===== src/sv/toeq_pkg.sv =====
`default_nettype none
package toeq_pkg;

   localparam int TimeWidth  = 32;
   localparam int IdentWidth = 16;
   localparam int FillWidth  = 5;

   typedef enum logic {
      OP_INSERT = 1'b0,
      OP_REMOVE = 1'b1
   } op_type;

   typedef enum logic [1:0] {
      ST_OK    = 2'd0,
      ST_FULL  = 2'd1,
      ST_EMPTY = 2'd2
   } status_type;

   typedef struct packed {
      logic [TimeWidth-1:0]  key_time;
      logic                  kind;
      logic [IdentWidth-1:0] ident;
   } sched_event_type;

   // Broadcast from the top level to every cell in the chain.
   typedef struct packed {
      logic            update;
      op_type          op;
      sched_event_type insert_event;
   } cell_ctl_type;

endpackage
`default_nettype wire


===== src/sv/time_ordered_event_queue.sv =====
`default_nettype none
// Channel   Direction  Handshake             Payload
// req_      in         req_valid/req_stall   operation, event_key_time, event_kind, event_ident
// rsp_      out        rsp_valid/rsp_stall   head_valid, head_time, head_kind, head_ident,
//                                            fill_count, status
//
// For each request, every cell of the chain decides in parallel whether
// to hold, take the new event or take a neighbor's entry, and the result register
// loads the new head in the same edge. One request per cycle is accepted while the
// result register is empty or being drained. Reset clears the fill count and the
// result valid; entry contents need no clearing because only filled cells are read.
module time_ordered_event_queue
   import toeq_pkg::*;
#(
   parameter int DEPTH = 16
) (
   input  wire logic                  clock,
   input  wire logic                  reset,
   input  wire logic                  req_valid,
   output logic                       req_stall,
   input  wire logic                  req_operation,
   input  wire logic [TimeWidth-1:0]  req_event_key_time,
   input  wire logic                  req_event_kind,
   input  wire logic [IdentWidth-1:0] req_event_ident,
   output logic                       rsp_valid,
   input  wire logic                  rsp_stall,
   output logic                       rsp_head_valid,
   output logic [TimeWidth-1:0]       rsp_head_time,
   output logic                       rsp_head_kind,
   output logic [IdentWidth-1:0]      rsp_head_ident,
   output logic [FillWidth-1:0]       rsp_fill_count,
   output logic [1:0]                 rsp_status
);

   localparam int CountWidth = $clog2(DEPTH + 1);

   logic [CountWidth-1:0] count_ff, count_in;
   logic                  accept;
   logic                  is_full, is_empty;
   status_type            status;
   cell_ctl_type          ctl;

   sched_event_type       entry    [DEPTH];
   sched_event_type       entry_in [DEPTH];
   logic                  keep     [DEPTH];

   logic                  rsp_valid_ff, rsp_valid_in;
   logic                  head_valid_ff, head_valid_in;
   sched_event_type       head_ff, head_in;
   logic [CountWidth-1:0] fill_ff;
   status_type            status_ff;
   logic [CountWidth+FillWidth-1:0] fill_wide;

   assign req_stall = rsp_valid_ff && rsp_stall;
   assign accept    = req_valid && !req_stall;

   assign is_full  = (count_ff == CountWidth'(DEPTH));
   assign is_empty = (count_ff == '0);

   always_comb begin
      status   = ST_OK;
      count_in = count_ff;
      if (accept) begin
         if (op_type'(req_operation) == OP_INSERT) begin
            if (is_full) begin
               status = ST_FULL;
            end else begin
               count_in = count_ff + 1'b1;
            end
         end else begin
            if (is_empty) begin
               status = ST_EMPTY;
            end else begin
               count_in = count_ff - 1'b1;
            end
         end
      end
   end

   always_comb begin
      ctl.update                = accept && (status == ST_OK);
      ctl.op                    = op_type'(req_operation);
      ctl.insert_event.key_time = req_event_key_time;
      ctl.insert_event.kind     = req_event_kind;
      ctl.insert_event.ident    = req_event_ident;
   end

   for (genvar i = 0; i < DEPTH; i++) begin : g_cell
      logic            occupied;
      logic            prev_keep;
      sched_event_type prev_entry;
      sched_event_type next_entry;

      assign occupied = (count_ff > CountWidth'(i));

      if (i == 0) begin : g_first
         // On insert, the head cell takes the new event whenever it does not keep its own.
         assign prev_keep  = 1'b1;
         assign prev_entry = ctl.insert_event;
      end else begin : g_rest
         assign prev_keep  = keep[i-1];
         assign prev_entry = entry[i-1];
      end

      if (i == DEPTH - 1) begin : g_last
         assign next_entry = entry[i];
      end else begin : g_inner
         assign next_entry = entry[i+1];
      end

      toeq_cell u_cell (
         .clock      (clock),
         .ctl        (ctl),
         .occupied   (occupied),
         .prev_keep  (prev_keep),
         .prev_entry (prev_entry),
         .next_entry (next_entry),
         .entry      (entry[i]),
         .entry_in   (entry_in[i]),
         .keep       (keep[i])
      );
   end

   always_comb begin
      rsp_valid_in  = rsp_valid_ff && rsp_stall;
      head_valid_in = (count_in != '0);
      head_in       = '0;
      if (accept) begin
         rsp_valid_in = 1'b1;
      end
      if (head_valid_in) begin
         head_in = entry_in[0];
      end
   end

   always_ff @(posedge clock) begin
      if (reset) begin
         count_ff     <= '0;
         rsp_valid_ff <= 1'b0;
      end else begin
         count_ff     <= count_in;
         rsp_valid_ff <= rsp_valid_in;
      end
   end

   always_ff @(posedge clock) begin
      if (accept) begin
         head_valid_ff <= head_valid_in;
         head_ff       <= head_in;
         fill_ff       <= count_in;
         status_ff     <= status;
      end
   end

   assign fill_wide = {{FillWidth{1'b0}}, fill_ff};

   assign rsp_valid      = rsp_valid_ff;
   assign rsp_head_valid = head_valid_ff;
   assign rsp_head_time  = head_ff.key_time;
   assign rsp_head_kind  = head_ff.kind;
   assign rsp_head_ident = head_ff.ident;
   assign rsp_fill_count = fill_wide[FillWidth-1:0];
   assign rsp_status     = status_ff;

endmodule
`default_nettype wire


===== src/sv/toeq_cell.sv =====
`default_nettype none
module toeq_cell
   import toeq_pkg::*;
(
   input  wire logic            clock,
   input  wire cell_ctl_type    ctl,
   input  wire logic            occupied,
   input  wire logic            prev_keep,
   input  wire sched_event_type prev_entry,
   input  wire sched_event_type next_entry,
   output sched_event_type      entry,
   output sched_event_type      entry_in,
   output logic                 keep
);

   sched_event_type entry_ff;

   // A cell keeps its entry on insert when the new event sorts behind it,
   // so equal timestamps stay in arrival order.
   assign keep = occupied && !(ctl.insert_event.key_time < entry_ff.key_time);

   always_comb begin
      entry_in = entry_ff;
      if (ctl.update) begin
         case (ctl.op)
            OP_INSERT: begin
               if (keep) begin
                  entry_in = entry_ff;
               end else if (prev_keep) begin
                  entry_in = ctl.insert_event;
               end else begin
                  entry_in = prev_entry;
               end
            end
            OP_REMOVE: begin
               entry_in = next_entry;
            end
            default: begin
               entry_in = entry_ff;
            end
         endcase
      end
   end

   always_ff @(posedge clock) begin
      entry_ff <= entry_in;
   end

   assign entry = entry_ff;

endmodule
`default_nettype wire


===== config.mk =====
export PLATFORM = sky130hd
export DESIGN_NAME = time_ordered_event_queue
export DESIGN_NICKNAME = d
export VERILOG_FILES = /design/src/sv/toeq_pkg.sv /design/src/sv/time_ordered_event_queue.sv /design/src/sv/toeq_cell.sv
export SDC_FILE = /design/constraint.sdc
export NUM_CORES = 2
export LEC_CHECK = 0
export ABC_CLOCK_PERIOD_IN_PS = 6400
export BUFFER_PORTS_ARGS = -buffer_cell sky130_fd_sc_hd__buf_2
export CAP_MARGIN = 0
export CORE_UTILIZATION = 34
export CTS_CLUSTER_DIAMETER = 40
export DETAILED_ROUTE_END_ITERATION = 8
export PLACE_DENSITY_LB_ADDON = 0.05
export SLEW_MARGIN = 5
export SYNTH_ARGS = -nofsm -noshare
export SYNTH_HDL_FRONTEND = slang
export SYNTH_HIERARCHICAL = 1
export SYNTH_SLANG_ARGS = --single-unit

===== constraint.sdc =====
create_clock -name clock -period 6.4 [get_ports clock]
set_input_delay 0.32 -clock clock [delete_from_list [all_inputs] [get_ports clock]]
set_output_delay 0.32 -clock clock [all_outputs]
set_load 0.005 [all_outputs]

## Word level (Yosys, flattened, before mapping)

Cells that the tools add are included.

| storage, ports and cells | value |
|---|---|
| bits in registers | 847 |
| bits of input ports | 54 |
| word-level logic and storage cells | 218 |

| operators by class | value |
|---|---|
| add/subtract/negate cells | 2 |
| order comparisons | 32 |
| eq/ne operators | 16 |
| multiplexer cells | 57 |
| bitwise gates (word level) | 1 |
| reduce and logical (&&, ||, !) cells | 54 |

Operators with widths:

| operator | number |
|---|---|
| $mux 49 | 33 |
| $pmux 49 s2 | 15 |
| $lt 32x32->1 | 16 |
| $gt 5x4->1 const B | 8 |
| $ne 2x2->1 const B | 15 |
| $reduce_and 2->1 | 14 |
| $gt 5x3->1 const B | 4 |
| $mux 5 | 4 |
| $logic_and 1x1->1 | 19 |
| $logic_not 1->1 | 17 |
| $gt 5x1->1 const B | 2 |
| $gt 5x2->1 const B | 2 |
| $mux 2 | 3 |
| $add 5x1->5 const B | 1 |
| $eq 5x5->1 const B | 1 |
| $logic_not 5->1 | 1 |
| $reduce_bool 5->1 | 1 |
| $sub 5x1->5 const B | 1 |
| $reduce_and 3->1 | 1 |
| $logic_not 2->1 | 1 |
| $mux 1 | 2 |
| $not 1->1 | 1 |

## Longest topological paths before layout

| depth | value |
|---|---|
| word-level depth | 7 |
| mapped depth | 20 |
| gate-level depth less buffers | 15 |

## Cells and area by module

The synthesis kept the hierarchy.

By module, submodules not included:

| module | times used | cells each | area each (µm²) | seq. area each (µm²) |
|---|---|---|---|---|
| toeq_cell at g_cell[0].u_cell ... | 13 | 510 | 4167.7 | 980.9 |
| toeq_cell at g_cell[7].u_cell ... | 3 | 532 | 4379.2 | 980.9 |
| time_ordered_event_queue | 1 | 227 | 3281.9 | 1831.8 |

## Worst setup path after synthesis

No wires, ideal clock.

| timing | value |
|---|---|
| kind | flip-flop to flip-flop |
| start point | register count_ff[0] |
| end point | register head_ff (netlist bit rsp_head_ident[10]), data pin |
| library setup time | 258 ps |
| arrival | 4856 ps |
| slack | 1286 ps |
| stages on the path, launching flop included | 12 |
| period minus slack after synthesis | 5114 ps |
| path through | dfxtp_1 > buf_2 > inv_1 > ha_1 > nor3b_1 > a21oi_1 > nand2_1 > clkbuf_1 > o221ai_1 > a21oi_1 > o21a_1 > a21boi_2 |

RTL lines:

| item | line | source |
|---|---|---|
| from (decl) | time_ordered_event_queue.sv:37 | `logic [CountWidth-1:0] count_ff, count_in;` |
| from (signal assigned) | time_ordered_event_queue.sv:141 | `count_ff <= count_in;` |
| to (signal assigned) | time_ordered_event_queue.sv:149 | `head_ff <= head_in;` |
| to (decl) | time_ordered_event_queue.sv:49 | `sched_event_type head_ff, head_in;` |

## Worst setup path after layout

| timing | value |
|---|---|
| start point | register count_ff[2] |
| end point | register g_cell[11].u_cell.entry_ff (netlist bit g_cell[11].u_cell/entry[28]) |

| on the way | value |
|---|---|
| elaborated cells between the ends (all ways) | 17 |

RTL lines:

| item | line | source |
|---|---|---|
| $gt 5x4->1 | time_ordered_event_queue.sv:94 | `assign occupied = (count_ff > CountWidth'(i));` |
| net g_cell[10].occupied | time_ordered_event_queue.sv:89 | `logic occupied;` |
| $logic_and 1x1->1 | toeq_cell.sv:20 | `assign keep = occupied && !(ctl.insert_event.key_time < entry_ff.key_time);` |
| net g_cell[11].prev_keep | time_ordered_event_queue.sv:90 | `logic prev_keep;` |
| $mux 49 | toeq_cell.sv:29 | `end else if (prev_keep) begin` |
| $mux 49 | toeq_cell.sv:27 | `if (keep) begin` |
| $pmux 49 s2 | toeq_cell.sv:25 | `case (ctl.op)` |
| to (signal assigned) | toeq_cell.sv:46 | `entry_ff <= entry_in;` |
| to (decl) | toeq_cell.sv:16 | `sched_event_type entry_ff;` |

The timed path passes the listed nets, and every way through them passes these cells. The select of a mux whose other input is x is not followed.
A chain may end at the register's enable or synchronous reset.

==> reports/results.tsv <==
metric	value	unit
drive_gt1_share	17.21	%
vias_per_cell	6.154	
peakVddDrop	0.3242	mV
relSlewSlack	14.51	%
grt_pass1_wl	421700	um
outcome	complete, no violations	
cts_root_buffer	clkbuf_16	
critPathLaunchType	flip-flop	
max_freq	0.1984	GHz
internal_power	25340	uW
synthesis.area	70600	sq um
ys.warnings.count	6	
cts_tree	built	
clkTransAtPathRegs	50	ps
ant_nets	0	
fill_cells	20970	
dr_total_vias	68520	
synth_cells	8452	
p_per_area	545.1	nW/um^2
switchingPower	18330	uW
hold_viol_final	0	
dp_cells	10690	
design.core.area	205400	sq um
critPathKind	reg -> reg	
tightest_slew	1282	ps
hp-class	in -> reg	
numCtsBuffers	229	
critPathRequiredTime	7070	ps
grt_max_degree	107	
overflow	0	
wl_per_cell	24.67	um
grt_pass1_vias	68320	
finalWorstSetupSlack	1361	ps
fin_util	39.00	%
die_area	209500	sq um
wirelength	274700	um
clock_sinks	847	
nets	8792	
clk_latency	860	ps
p_clk_share	28.2	%
grt_usage	25.33	%
post-route-period-util	78.74	%
fin_cells	11130	
row_count	166	
max-cap-violations	0	
slew_violations	0	
pin_count	113	
period_minus_slack	5039	ps
avgSynthCellArea	8.352	sq um
cp_max_fo	66	
p_comb_share	46.2	%
antenna_found_initial	7	
fp.dieW	457.7	um
setup_viol	0	
arrival	5710	ps
drt_iter0_markers	4667	
seqPwrFrac	25.6	%
post-cts-setup-buffers	0	
dp_slack	1410	ps
cts_resized	0	
dr.pass1.iters	5	
drc	0	
setup_tns	0	ps
area_delta_synth_final	13.49	%
switching_share	41.98	%
die_h	457.7	um
start_util	34.37	%
rsz0062_at_grt	false	
gp_congestion	0.8474	
setup.worst_path.end_class	flip-flop	
dpl.hpwl	198700	um
finClkSkew	55.43	ps
power_leakage	0.02962	uW
cts_max_level	4	
clk_path_buf_depth	3	
numPortBuffers	112	
layer usage:
metal / up-vias / global-route usage [%] / share of wire (%)
met5: - / 0 / 0
met4: 0 / 6.869 / 2.3
met3: 425 / 3.819 / 5.0
met2: 1831 / 39.10 / 44
met1: 34220 / 36.26 / 49
li1: 32050 / - / -
power by group through the flow:
| stage | clock [uW] | sequential (uW) | combinational [uW] |
|---|---|---|---|
| 6_report | 12300 | 11200 | 20200 |
| 5_1_grt | 12800 | 11600 | 22300 |
| 4_1_cts | 12500 | 11200 | 20000 |
| 3_5_place_dp | 0 | 11300 | 19900 |
| 3_3_place_gp | 0 | 11400 | 19600 |
| 2_1_floorplan | 0 | 9770 | 16000 |
final cells by class:
cell class	instances	area (sq um)	share of cell area (%)
Antenna cell	5	12.51	0.01562
Clock buffer	309	6596	8.233
Clock inverter	127	1657	2.068
Inverter	526	1974	2.464
Multi-Input combinational cell	6329	46880	58.52
Sequential cell	847	17530	21.88
Tap cell	2688	3363	4.198
Timing Repair Buffer	303	2105	2.627
sequential cells by signal, summed over array words and instances (netlist names):
| name | flops |
|---|---|
| rsp_head_valid | 1 |
| rsp_head_time | 32 |
| rsp_valid | 1 |
| rsp_head_kind | 1 |
| rsp_status | 2 |
| rsp_fill_count | 5 |
| rsp_head_ident | 16 |
| count_ff | 5 |
| g_cell.u_cell/entry | 784 |
per-stage QoR:
| step | cell area (sq um) | power, uW | hold WS (ps) |
|---|---|---|---|
| after floorplan | 70600 | 25790 | 391.6 |
| after detailed placement | 71800 | 31180 | 505.1 |
| final | 80120 | 43670 | 197.3 |
| after global placement | 71800 | 30950 | 504.1 |
| after global routing | 80110 | 46720 | 204.7 |
| after CTS | 80100 | 43750 | 166.0 |
path summary, 6_finish.rpt:
path	startpoint	cells after the start	endpoint	slack, ps
max	count_ff[2]	12	g_cell[11].u_cell/entry[28]	1360
min	req_event_key_time[21]	4	g_cell[8].u_cell/entry[38]	200
max reg2reg	count_ff[2]	12	g_cell[11].u_cell/entry[28]	1360
min reg2reg	g_cell[0].u_cell/entry[6]	1	g_cell[0].u_cell/entry[6]	510
critical path, cell delays in order, from the launching register on:
cell and delay [ps]:
dfxtp_1 740, a21oi_1 130, o21ai_0 770, nand3_1 270
or3_1 850, o21ai_4 280, buf_4 730, mux2_2 410
nand2_1 170, nor3_1 70, a21oi_1 140, o221a_1 180
o21ai_0 70
repair_timing:
| item | in CTS | in global routing |
|---|---|---|
| hold buffers | 5 | 0 |
| endpoints found under the setup margin | 0 | 0 |
| hold endpoints to repair | 8 | 0 |
layout by cell type, fill, tap and decap left out, types with 104 or more instances in the layout:
master,instances
inv_1,523
dfxtp_1,790
buf_4,179
o21ai_0,289
mux2_2,416
o21ai_2,117
clkbuf_16,233
nor3_1,499
nor2_1,196
o21a_1,227
nor2b_1,244
nand3_1,381
mux2i_1,147
buf_2,111
a21oi_1,821
o221a_1,428
o21ai_1,104
ha_1,502
nand2_1,579
o221ai_1,224
a211oi_1,275
No activity file was read; power rests on OpenSTA's default activity.
